`config.mk`:
```
export PLATFORM = sky130hd
export DESIGN_NAME = two_tap_adpcm_frame_decoder_unit_flat
export DESIGN_NICKNAME = d
export VERILOG_FILES = /design/src/rtl/ttafd_pkg.sv /design/src/rtl/ttafd_byte_if.sv /design/src/rtl/ttafd_pcm_if.sv /design/src/rtl/ttafd_mac.sv /design/src/rtl/two_tap_adpcm_frame_decoder_unit.sv /design/src/flat_wrapper.sv
export VERILOG_INCLUDE_DIRS = /design/src /design/src/rtl
export SDC_FILE = /design/constraint.sdc
export NUM_CORES = 2
export LEC_CHECK = 0
export BUFFER_PORTS_ARGS = -buffer_cell sky130_fd_sc_hd__buf_4
export CORE_MARGIN = 10
export CORE_UTILIZATION = 55
export CTS_CLUSTER_DIAMETER = 30
export DETAILED_ROUTE_END_ITERATION = 8
export PLACE_DENSITY = 0.78
export SLEW_MARGIN = 30
export SYNTH_ARGS = -nofsm -noshare
export SYNTH_HDL_FRONTEND = slang
export SYNTH_SLANG_ARGS = --single-unit
```
`constraint.sdc`:
```
create_clock -name clk -period 10.7 [get_ports clk]
set_input_delay 1.605 -clock clk [delete_from_list [all_inputs] [get_ports clk]]
set_output_delay 1.605 -clock clk [all_outputs]
set_load 0.005 [all_outputs]
```
`src/rtl/two_tap_adpcm_frame_decoder_unit_macros.svh`:
```
// Assertion macros used by the frame decoder's top-level RTL file.
`ifndef TWO_TAP_ADPCM_FRAME_DECODER_UNIT_MACROS_SVH
`define TWO_TAP_ADPCM_FRAME_DECODER_UNIT_MACROS_SVH

// The consequent must hold in the same cycle as the antecedent.
`define TTAFD_ASSERT_IMP(lbl, clk, rst, ante, cons, msg) \
  lbl: assert property (@(posedge clk) disable iff (rst) (ante) |-> (cons)) \
    else $error(msg);

// The consequent must hold in the cycle after the antecedent.
`define TTAFD_ASSERT_NEXT(lbl, clk, rst, ante, cons, msg) \
  lbl: assert property (@(posedge clk) disable iff (rst) (ante) |=> (cons)) \
    else $error(msg);

`endif

```
`src/rtl/ttafd_pkg.sv`:
```
// Shared types, constants and the coefficient table of the frame decoder.
`default_nettype none

package ttafd_pkg;

  // Header byte that marks an uncompressed frame.
  localparam logic [7:0] HDR_RAW = 8'hEE;

  // Byte positions within a frame.
  localparam logic [5:0] POS_HEADER     = 6'd0;
  localparam logic [5:0] POS_HIST_ONE   = 6'd2;
  localparam logic [5:0] POS_HIST_TWO   = 6'd4;
  localparam logic [5:0] RAW_LAST_POS   = 6'd60;
  localparam logic [5:0] ADPCM_LAST_POS = 6'd14;

  // The nibble shift is the header low nibble plus this base.
  localparam logic [4:0] NIBBLE_SHIFT_BASE = 5'd8;
  // A nibble is scaled by two to the power of this, less the nibble shift.
  localparam logic [4:0] SCALE_EXP = 5'd28;

  localparam int ACC_W  = 48;
  localparam int SEED_W = 24;

  typedef struct packed {
    logic signed [15:0] c1;
    logic signed [15:0] c2;
  } tap_pair_t;

  // Control of the shared multiply-accumulate unit.
  typedef struct packed {
    logic load;     // accumulator takes the scaled nibble
    logic accum;    // accumulator adds the registered product
    logic tap_two;  // multiply the second tap rather than the first
  } mac_ctrl_t;

  // Coefficient pairs; predictor codes fourteen and fifteen give zero.
  function automatic tap_pair_t tap_pair(input logic [3:0] sel);
    tap_pair_t t;
    t.c1 = 16'sd0;
    t.c2 = 16'sd0;
    case (sel)
      4'd1:  t.c1 = 16'sd240;
      4'd2: begin
        t.c1 = 16'sd460;
        t.c2 = -16'sd208;
      end
      4'd3: begin
        t.c1 = 16'sd392;
        t.c2 = -16'sd220;
      end
      4'd5:  t.c1 = 16'sd240;
      4'd6:  t.c1 = 16'sd460;
      4'd7:  t.c1 = 16'sd392;
      4'd10: begin
        t.c1 = -16'sd208;
        t.c2 = -16'sd1;
      end
      4'd11: begin
        t.c1 = -16'sd220;
        t.c2 = -16'sd1;
      end
      4'd13: t.c2 = 16'sd16240;
      default: begin
        t.c1 = 16'sd0;
        t.c2 = 16'sd0;
      end
    endcase
    return t;
  endfunction

endpackage

`default_nettype wire

```
`src/rtl/ttafd_byte_if.sv`:
```
// Handshake channel that carries one frame stream byte per beat.
`default_nettype none

interface ttafd_byte_if;
  logic       valid;
  logic       ready;
  logic [7:0] data_byte;

  modport source (output valid, output data_byte, input ready);
  modport sink (input valid, input data_byte, output ready);
endinterface

`default_nettype wire

```
`src/rtl/ttafd_pcm_if.sv`:
```
// Handshake channel that carries one decoded PCM sample per beat.
`default_nettype none

interface ttafd_pcm_if;
  logic               valid;
  logic               ready;
  logic signed [15:0] pcm_sample;
  logic               frame_end;
  logic               raw_frame;

  modport source (output valid, output pcm_sample, output frame_end, output raw_frame,
                  input ready);
  modport sink (input valid, input pcm_sample, input frame_end, input raw_frame,
                output ready);
endinterface

`default_nettype wire

```
`src/rtl/ttafd_mac.sv`:
```
// Shared multiply-accumulate unit that forms one predicted sample from a seed and two taps.
`default_nettype none

module ttafd_mac (
  input  wire logic                              clk,
  input  wire ttafd_pkg::mac_ctrl_t              ctrl,
  input  wire ttafd_pkg::tap_pair_t              taps,
  input  wire logic signed [31:0]                history_one,
  input  wire logic signed [31:0]                history_two,
  input  wire logic signed [ttafd_pkg::SEED_W-1:0] seed,
  output logic signed [ttafd_pkg::ACC_W-1:0]     acc
);
  import ttafd_pkg::*;

  logic signed [31:0]    operand;
  logic signed [15:0]    coef;
  logic signed [ACC_W-1:0] prod;

  // Pick the tap that the sequencer asks for.
  assign operand = ctrl.tap_two ? history_two : history_one;
  assign coef    = ctrl.tap_two ? taps.c2 : taps.c1;

  // The product is registered before it meets the adder.
  always_ff @(posedge clk) begin
    prod <= operand * coef;
    if (ctrl.load) begin
      acc <= {{(ACC_W-SEED_W){seed[SEED_W-1]}}, seed};
    end else if (ctrl.accum) begin
      acc <= acc + prod;
    end
  end

endmodule

`default_nettype wire

```
`src/rtl/two_tap_adpcm_frame_decoder_unit.sv`:
```
// Top level of the two-tap ADPCM frame decoder: byte sequencer and sample output.
//
//   channel       direction  beat payload
//   frame_bytes   in         data_byte (8 bits), header byte first
//   samples       out        pcm_sample (16 bits signed), frame_end, raw_frame
//
// Header, history and high sample bytes are taken in the idle state alone; a low sample
// byte also passes through the raw output state. An ADPCM data byte, once accepted, runs
// each nibble through the shared multiply-accumulate unit (load, first tap, second tap, write back).
// Synchronous reset clears the frame position, histories and header fields (the nibble shift returns to its base).
// An output register that is not taken holds the sequencer in its write-back or raw
// output state; the next byte is accepted while the last sample still waits.
`default_nettype none

module two_tap_adpcm_frame_decoder_unit (
  input wire logic    clk,
  input wire logic    rst,
  ttafd_byte_if.sink  frame_bytes,
  ttafd_pcm_if.source samples
);
  import ttafd_pkg::*;
  `include "two_tap_adpcm_frame_decoder_unit_macros.svh"

  typedef enum logic [2:0] {
    ST_IDLE,
    ST_MUL1,
    ST_MUL2,
    ST_ADD,
    ST_EMIT,
    ST_RAW
  } state_t;

  state_t             state;
  logic [5:0]         pos;
  logic               frame_is_raw;
  logic [3:0]         predictor_select;
  logic [4:0]         nibble_shift;
  logic signed [31:0] history_one;
  logic signed [31:0] history_two;
  logic [7:0]         high_byte_hold;
  logic [7:0]         cur_byte;
  logic               second_nibble;
  logic               end_pend;
  logic [15:0]        raw_word;

  logic               out_valid;
  logic signed [15:0] out_pcm;
  logic               out_end;
  logic               out_raw;

  logic                    accept;
  logic                    slot_free;
  logic                    load_out;
  logic [3:0]              nib;
  logic [4:0]              scale_shift;
  logic signed [SEED_W-1:0] seed;
  mac_ctrl_t               mac_ctrl;
  tap_pair_t               taps;
  logic signed [ACC_W-1:0] acc;
  logic signed [31:0]      v_wrap;
  logic signed [15:0]      v_clamp;

  // Handshake.
  assign frame_bytes.ready  = (state == ST_IDLE);
  assign accept             = frame_bytes.valid && frame_bytes.ready;
  assign slot_free          = !out_valid || samples.ready;
  assign load_out           = ((state == ST_EMIT) || (state == ST_RAW)) && slot_free;
  assign samples.valid      = out_valid;
  assign samples.pcm_sample = out_pcm;
  assign samples.frame_end  = out_end;
  assign samples.raw_frame  = out_raw;

  // Scaled nibble that seeds the accumulator.
  assign nib         = second_nibble ? cur_byte[3:0] : cur_byte[7:4];
  assign scale_shift = SCALE_EXP - nibble_shift;
  assign seed        = {{(SEED_W-4){nib[3]}}, nib} <<< scale_shift;
  assign taps        = tap_pair(predictor_select);

  // Sequencer drives the shared unit.
  always_comb begin
    mac_ctrl = '0;
    case (state)
      ST_MUL1: mac_ctrl.load = 1'b1;
      ST_MUL2: begin
        mac_ctrl.accum   = 1'b1;
        mac_ctrl.tap_two = 1'b1;
      end
      ST_ADD:  mac_ctrl.accum = 1'b1;
      default: mac_ctrl = '0;
    endcase
  end

  ttafd_mac u_mac (
    .clk         (clk),
    .ctrl        (mac_ctrl),
    .taps        (taps),
    .history_one (history_one),
    .history_two (history_two),
    .seed        (seed),
    .acc         (acc)
  );

  // Divide by 256 with flooring, wrap to 32 bits, then clamp to 16 bits.
  assign v_wrap = acc[39:8];
  always_comb begin
    if (!v_wrap[31] && (v_wrap[30:15] != 16'h0000)) begin
      v_clamp = 16'sh7FFF;
    end else if (v_wrap[31] && (v_wrap[30:15] != 16'hFFFF)) begin
      v_clamp = 16'sh8000;
    end else begin
      v_clamp = v_wrap[15:0];
    end
  end

  // Frame state, histories and the output register.
  always_ff @(posedge clk) begin
    if (rst) begin
      state            <= ST_IDLE;
      pos              <= POS_HEADER;
      frame_is_raw     <= 1'b0;
      predictor_select <= 4'd0;
      nibble_shift     <= NIBBLE_SHIFT_BASE;
      history_one      <= 32'sd0;
      history_two      <= 32'sd0;
      high_byte_hold   <= 8'd0;
      second_nibble    <= 1'b0;
      end_pend         <= 1'b0;
      out_valid        <= 1'b0;
    end else begin
      // The output register fills when a sample is loaded and empties when its beat is taken.
      if (load_out) begin
        out_valid <= 1'b1;
      end else if (samples.ready) begin
        out_valid <= 1'b0;
      end
      case (state)
        ST_IDLE: begin
          if (accept) begin
            if (pos == POS_HEADER) begin
              frame_is_raw <= (frame_bytes.data_byte == HDR_RAW);
              if (frame_bytes.data_byte != HDR_RAW) begin
                predictor_select <= frame_bytes.data_byte[7:4];
                nibble_shift     <= {1'b0, frame_bytes.data_byte[3:0]} + NIBBLE_SHIFT_BASE;
              end
              pos <= pos + 6'd1;
            end else if (frame_is_raw) begin
              if (pos[0]) begin
                high_byte_hold <= frame_bytes.data_byte;
                pos            <= pos + 6'd1;
              end else if (pos == POS_HIST_ONE) begin
                history_one <= {{16{high_byte_hold[7]}}, high_byte_hold,
                                frame_bytes.data_byte};
                pos         <= pos + 6'd1;
              end else if (pos == POS_HIST_TWO) begin
                history_two <= {{16{high_byte_hold[7]}}, high_byte_hold,
                                frame_bytes.data_byte};
                pos         <= pos + 6'd1;
              end else begin
                raw_word <= {high_byte_hold, frame_bytes.data_byte};
                end_pend <= (pos >= RAW_LAST_POS);
                pos      <= (pos >= RAW_LAST_POS) ? POS_HEADER : pos + 6'd1;
                state    <= ST_RAW;
              end
            end else begin
              cur_byte      <= frame_bytes.data_byte;
              second_nibble <= 1'b0;
              end_pend      <= (pos >= ADPCM_LAST_POS);
              pos           <= (pos >= ADPCM_LAST_POS) ? POS_HEADER : pos + 6'd1;
              state         <= ST_MUL1;
            end
          end
        end
        ST_MUL1: state <= ST_MUL2;
        ST_MUL2: state <= ST_ADD;
        ST_ADD:  state <= ST_EMIT;
        ST_EMIT: begin
          if (slot_free) begin
            out_pcm     <= v_clamp;
            out_end     <= second_nibble && end_pend;
            out_raw     <= 1'b0;
            history_two <= history_one;
            history_one <= v_wrap;
            if (second_nibble) begin
              state <= ST_IDLE;
            end else begin
              second_nibble <= 1'b1;
              state         <= ST_MUL1;
            end
          end
        end
        ST_RAW: begin
          if (slot_free) begin
            out_pcm   <= raw_word;
            out_end   <= end_pend;
            out_raw   <= 1'b1;
            state     <= ST_IDLE;
          end
        end
        default: state <= ST_IDLE;
      endcase
    end
  end

  // Checks on the sequencer.
  `TTAFD_ASSERT_IMP(a_pos_range, clk, rst, 1'b1, pos <= RAW_LAST_POS, "frame position out of range")
  `TTAFD_ASSERT_NEXT(a_adpcm_start, clk, rst, accept && (pos != POS_HEADER) && !frame_is_raw, (state == ST_MUL1) && !second_nibble, "ADPCM byte did not start on its first nibble")
  `TTAFD_ASSERT_NEXT(a_mac_order, clk, rst, state == ST_MUL1, state == ST_MUL2, "multiply sequence broken")
  `TTAFD_ASSERT_NEXT(a_second_done, clk, rst, (state == ST_EMIT) && slot_free && second_nibble, (state == ST_IDLE) && out_valid && !out_raw, "second nibble not delivered")

endmodule

`default_nettype wire
```
`src/flat_wrapper.sv`:
```
// flat-port wrapper written by rule: the top's interface ports become plain ports
module two_tap_adpcm_frame_decoder_unit_flat import ttafd_pkg::*;
  (clk, rst, frame_bytes_valid, frame_bytes_data_byte, frame_bytes_ready, samples_valid, samples_pcm_sample, samples_frame_end, samples_raw_frame, samples_ready);
  ttafd_byte_if frame_bytes_i ();
  ttafd_pcm_if samples_i ();
  input wire logic clk;
  input wire logic rst;
  input wire logic [$bits(frame_bytes_i.valid)-1:0] frame_bytes_valid;
  input wire logic [$bits(frame_bytes_i.data_byte)-1:0] frame_bytes_data_byte;
  output wire logic [$bits(frame_bytes_i.ready)-1:0] frame_bytes_ready;
  output wire logic [$bits(samples_i.valid)-1:0] samples_valid;
  output wire logic [$bits(samples_i.pcm_sample)-1:0] samples_pcm_sample;
  output wire logic [$bits(samples_i.frame_end)-1:0] samples_frame_end;
  output wire logic [$bits(samples_i.raw_frame)-1:0] samples_raw_frame;
  input wire logic [$bits(samples_i.ready)-1:0] samples_ready;
  assign frame_bytes_i.valid = frame_bytes_valid;
  assign frame_bytes_i.data_byte = frame_bytes_data_byte;
  assign frame_bytes_ready = frame_bytes_i.ready;
  assign samples_valid = samples_i.valid;
  assign samples_pcm_sample = samples_i.pcm_sample;
  assign samples_frame_end = samples_i.frame_end;
  assign samples_raw_frame = samples_i.raw_frame;
  assign samples_i.ready = samples_ready;
  two_tap_adpcm_frame_decoder_unit u_core (.clk(clk), .rst(rst), .frame_bytes(frame_bytes_i), .samples(samples_i));
endmodule
```
* Word level (Yosys, flattened, before mapping) *
Index checks and enable logic that the tools add are counted.

storage, ports and cells
  bits in read-only memories = 0
  latch bits = 0
  flip-flop bits (word level) = 232
  logic and storage cells = 163
  input port bits = 12
  memories = 0
  output and inout bits = 20
  bits in writable memories = 0

cells by class
  $lt $le $gt $ge = 2
  add/subtract/negate cells = 4
  shifts and indexed selects = 1
  divide/modulo/power cells = 0
  multiplexer cells = 63
  reduce and logical (&&, ||, !) cells = 33
  eq/ne operators = 35
  bitwise gates (word level) = 6
  multiply operators = 1

operators with widths
  cell                                                             count
  32-bit two-way mux                                               14
  32-bit one-hot mux with 2 select lines                           2
  48-bit two-way mux                                               2
  16-bit two-way mux                                               5
  16-bit one-hot mux with 5 select lines                           1
  16-bit one-hot mux with 4 select lines                           1
  48-bit adder                                                     1
  32-bit by 16-bit multiplier with 48-bit output                   1
  6-bit two-way mux                                                7
  16-bit one-hot mux with 2 select lines                           1
  3-bit two-way mux                                                8
  24-bit by 5-bit <<< shifter with 24-bit output                   1
  2-bit != test, second input constant                             11
  3-bit one-hot mux with 6 select lines                            1
  1-bit two-way mux                                                17
  16-bit != test, second input constant                            1
  8-bit AND reduction                                              2
  16-bit nonzero test                                              1
  5-bit AND reduction                                              3
  7-bit AND reduction                                              2
  4-bit by 3-bit == test with 1-bit output, second input constant  3
  4-bit == test, second input constant                             3
  2-bit OR reduction                                               5
  3-bit != test, second input constant                             3
  other kinds (28)                                                 49

* Logic depth before layout (Yosys ltp) *
  word-level depth = 8
  mapped depth = 34
  depth with buffers taken out = 30

* Cells and area by module *
From an unflattened synthesis, not the netlist that was laid out.

second synthesis, totals
  cells, all modules = 3,351
  area total of the unflattened synthesis = 30,456.7 µm²

modules (own cells, without submodules)
  module                            cells each  area each (µm²)  times used  seq. area each (µm²)
  ttafd_mac                         2,625       23,567.6         1           2,402.3
  two_tap_adpcm_frame_decoder_unit  726         6,889.1          1           3,143.0

* Least setup slack after synthesis *
OpenSTA, ideal clock, no wires.

  kind = reg-to-reg
  start = register u_core.state[0]
  end = register u_core.u_mac.prod[39]
  cell stages (with the launch flop) = 31
  data arrival time = 7,251 ps
  period minus slack after synthesis = 7,372 ps
  setup time = 121 ps
  slack = 3,328 ps
  required time = 10,579 ps
  buffers on the path = 6
  path through = dfxtp_1 buf_2 nor3b_2 buf_4 buf_2 buf_2 buf_2 mux2i_1 nor2_1 fa_1 inv_1 fa_1 fa_1 inv_1 fa_1 fa_1 inv_1 fa_1 inv_1 ha_1 clkbuf_1 a21oi_1 o21bai_1 a21o_1 a211oi_1 o21bai_1 a31oi_4 o22ai_2 a221oi_2 o21ai_1 xnor2_1

on the way
  word-level cells in the longest chain between the ends = 4
  elaborated cells between the ends (all ways) = 5
  classes of those cells = mul (1); eq/ne (1); mux (3)

ends and longest elaborated chain
  item                                                             RTL line                                 source
  from (decl)                                                      two_tap_adpcm_frame_decoder_unit.sv:33   state_t state;
  from (signal assigned)                                           two_tap_adpcm_frame_decoder_unit.sv:118  state <= ST_IDLE;
  from (signal assigned)                                           two_tap_adpcm_frame_decoder_unit.sv:162  state <= ST_RAW;
  from (signal assigned)                                           two_tap_adpcm_frame_decoder_unit.sv:169  state <= ST_MUL1;
  3-bit by 2-bit == test with 1-bit output *                       two_tap_adpcm_frame_decoder_unit.sv:82   case (state)
  1-bit two-way mux *                                              two_tap_adpcm_frame_decoder_unit.sv:82
  32-bit two-way mux / 16-bit two-way mux (equally long branches)  ttafd_mac.sv:20, ttafd_mac.sv:21
  32-bit by 16-bit multiplier with 48-bit output *                 ttafd_mac.sv:25                          prod <= operand * coef;
  to (signal assigned)                                             ttafd_mac.sv:25
  to (decl)                                                        ttafd_mac.sv:17                          logic signed [ACC_W-1:0] prod;

Mark *: on every way between the ends. The rest lies on a longest branch, timed or not.
A chain may end at the register's enable or synchronous reset.

* Worst setup path after layout *
  start = register u_core.state[1]
  end = register u_core.u_mac.prod[38]

Same word-level chain as after synthesis.

==> impl_metrics.json <==
{
  "status": "complete, no violations",
  "cts_tree": "done",
  "critPathMostFrequentCell": "fa_1",
  "wirelength_mm": 68.19,
  "track_usage_pct": 24.44,
  "period_share_pct": 81.30,
  "max_freq_mhz": 115.0,
  "core_area_sq_um": 46360,
  "max_stage_delay_ps": 760,
  "r2r_setup_slack_ps": 2000,
  "rr_startpoint": "u_core.state[1]",
  "post-route-util_pct": 60.01,
  "relSlewSlack_pct": 31.46,
  "finalWorstSetupSlack_ps": 2001,
  "fp-row-count": 79,
  "critPathKind": "reg -> reg",
  "synthFlopType": "dfxtp_1",
  "synth-warning-count": 0,
  "power_density_nw_per_um2": 166.5,
  "maxSlewViolCount": 0,
  "cp_slowest_cell": "o21a_1",
  "cts_buffer_depth": 3,
  "layout_common_cells": "inv_1, nor2_1, fa_1",
  "synthDistinctLibCells": 83,
  "gp_congestion": 0.9503,
  "drt_iter0_drc": 1711,
  "die_area_sq_um": 55680,
  "grt-ovfl-total": 0,
  "async_flop_share_pct": 0,
  "r2r_end": "u_core.u_mac.prod[38]",
  "hold_path_class": "reg -> reg",
  "worstSetupEndpointType": "flip-flop",
  "leakage_uw": 0.01270,
  "postRouteAntennaNets": 0,
  "cts_setup_buffers": 0,
  "clock_tree.htree_level_count": 2,
  "clock-sinks": 216,
  "report.final.hold_viol_count": 0,
  "hold_start": "u_core.high_byte_hold[5]",
  "path_clk_slew_ps": 60,
  "ys_seq_area_share_pct": 20.05,
  "portBuffers": 31,
  "die_w_um": 236.0,
  "syn_inst": 2826,
  "fin_crit_ps": 8699,
  "finClkSkew_ps": 18.11,
  "holdPathEnd": "u_core.raw_word[13]",
  "arrival_ps": 9100,
  "grt_pass1_vias": 21020,
  "cts_root_buf": "clkbuf_16",
  "maxCapViolations": 0,
  "setup_violations": 0,
  "cts-resized-gates": 0,
  "antenna_found_initial": 0,
  "die_h_um": 236.0,
  "vdd_ir_drop_max_uv": 142.8,
  "synth_nets": 3393,
  "r2r_cells": 27,
  "clock_latency_ps": 520,
  "viasPerCell": 5.749,
  "synthesis.area_sq_um": 25650,
  "dp_hpwl_mm": 54.37,
  "grt_max_degree": 94,
  "io_pins": 32,
  "worst_pin_slew_ps": 999.6,
  "synth-seq-cells": 216,
  "num-nets-final": 3392,
  "grt_pass1_wl_mm": 110.4,
  "avgRoutedWirePerCell_um": 19.71,
  "start_util_pct": 55.34,
  "synth_area_per_cell_sq_um": 9.078,
  "final_common_cell": "inv_1",
  "numCtsBuffers": 35,
  "path_buf_inv": 4,
  "rsz0062_at_grt": "false",
  "place_ws_ps": 1916,
  "firstDrtPassIters": 8,
  "syn_to_final_growth_pct": 8.437,
  "crit_family": "adder cells",
  "vias": 19890,
  "cp.required_ps": 11100,
  "final_area_sq_um": 27820,
  "drc": 0,
  "dpl_cell_area_sq_um": 26600,
  "start_kind": "flip-flop",
  "tns_ps": 0,
  "whs_ps": 456.3,
  "cts_hold_buf": 0,
  "layout-drive-gt1-share_pct": 7.609,
  "synth_edf_count": 82,
  "startpoint": "u_core.state[1]",
  "crit_fanout": 47,
  "whs_path_depth": 0
}
## layer usage
layer / track usage (%) / wire, um
met1: 30.18 / 26410
met2: 41.83 / 34140
met3: 4.126 / 4787
met4: 9.810 / 2858
met5: 0 / 0
## logic make-up after synthesis
logic type	share of synthesized area [%]
buffers and inverters	9.086
adder cells (fa/ha/maj)	38.69
XOR/XNOR	3.858
AO/OA/AOI/OAI	12.31
AND/OR/NAND/NOR	12.76
flip-flops	20.05
multiplexers	3.253
## cell usage after synthesis (all sizes together), types with 48 or more instances
cell | instances | area share [%]
dfxtp | 134 | 10
nand2 | 186 | 2.7
a211oi | 81 | 2.4
inv | 504 | 7.4
nor2 | 406 | 6.0
ha | 162 | 7.9
a21oi | 161 | 3.2
o21ai | 99 | 2.0
mux2i | 50 | 2.0
clkbuf | 87 | 1.3
xnor2 | 70 | 2.4
a21o | 48 | 1.4
edfxtp | 82 | 9.6
fa | 393 | 31
## final cells by class
cell class,count,area [sq um]
Inverter,505,1896
Sequential cell,216,5145
Tap cell,607,759.5
Multi-Input combinational cell,1996,18290
Clock buffer,42,933.4
Timing Repair Buffer,71,536.8
Antenna cell,1,2.502
Fill cell,3841,18540
Clock inverter,22,259.0
## worst max-delay path by stage
stage	to	slack [ps]	cells past startpoint
finish	u_core.u_mac.prod[38]	2000	27
global route	u_core.u_mac.prod[38]	1570	26
CTS	u_core.u_mac.prod[38]	1860	26
detailed placement	u_core.u_mac.prod[38]	1920	26
global placement	u_core.u_mac.prod[38]	2110	26
floorplan	u_core.u_mac.prod[39]	3330	30
## through the flow
stage               cells  total power [uW]
global placement     3395              3385
global route         3459              4896
finish               3460              4631
floorplan            2826              2799
CTS                  3459              4597
detailed placement   3395              3443
## state kept, by name, indices dropped and copies added, names as in the netlist, 3 cells and up
name,count
u_core.u_mac.acc,40
u_core.history_two,32
u_core.nibble_shift,5
u_core.pos,6
u_core.samples.pcm_sample,16
u_core.cur_byte,8
u_core.u_mac.prod,40
u_core.predictor_select,4
u_core.state,3
u_core.history_one,32
u_core.high_byte_hold,8
u_core.raw_word,16
## worst register-to-register path, stage by stage, from the launching register on
cell	delay (ps)
dfxtp_1	500
nor3b_4	230
buf_4	520
nand2_1	210
nor2_1	180
o21a_1	760
a21oi_2	30
buf_4	300
nor2_1	240
fa_1	450
fa_1	530
fa_1	570
fa_1	430
fa_1	510
inv_1	50
fa_1	500
inv_1	50
ha_1	350
and3_1	240
nand3_1	140
nor2_1	350
and3_1	210
o21ai_0	270
a21o_1	290
a21oi_1	290
a221o_1	210
a21oi_1	80
xnor2_1	120
## where the power goes
part	leakage, uW	internal, uW	switching, uW
sequential	0.00186	1140	204
clock	0.000577	694	444
combinational	0.0103	769	1380
(Power assumes the default switching activity.)
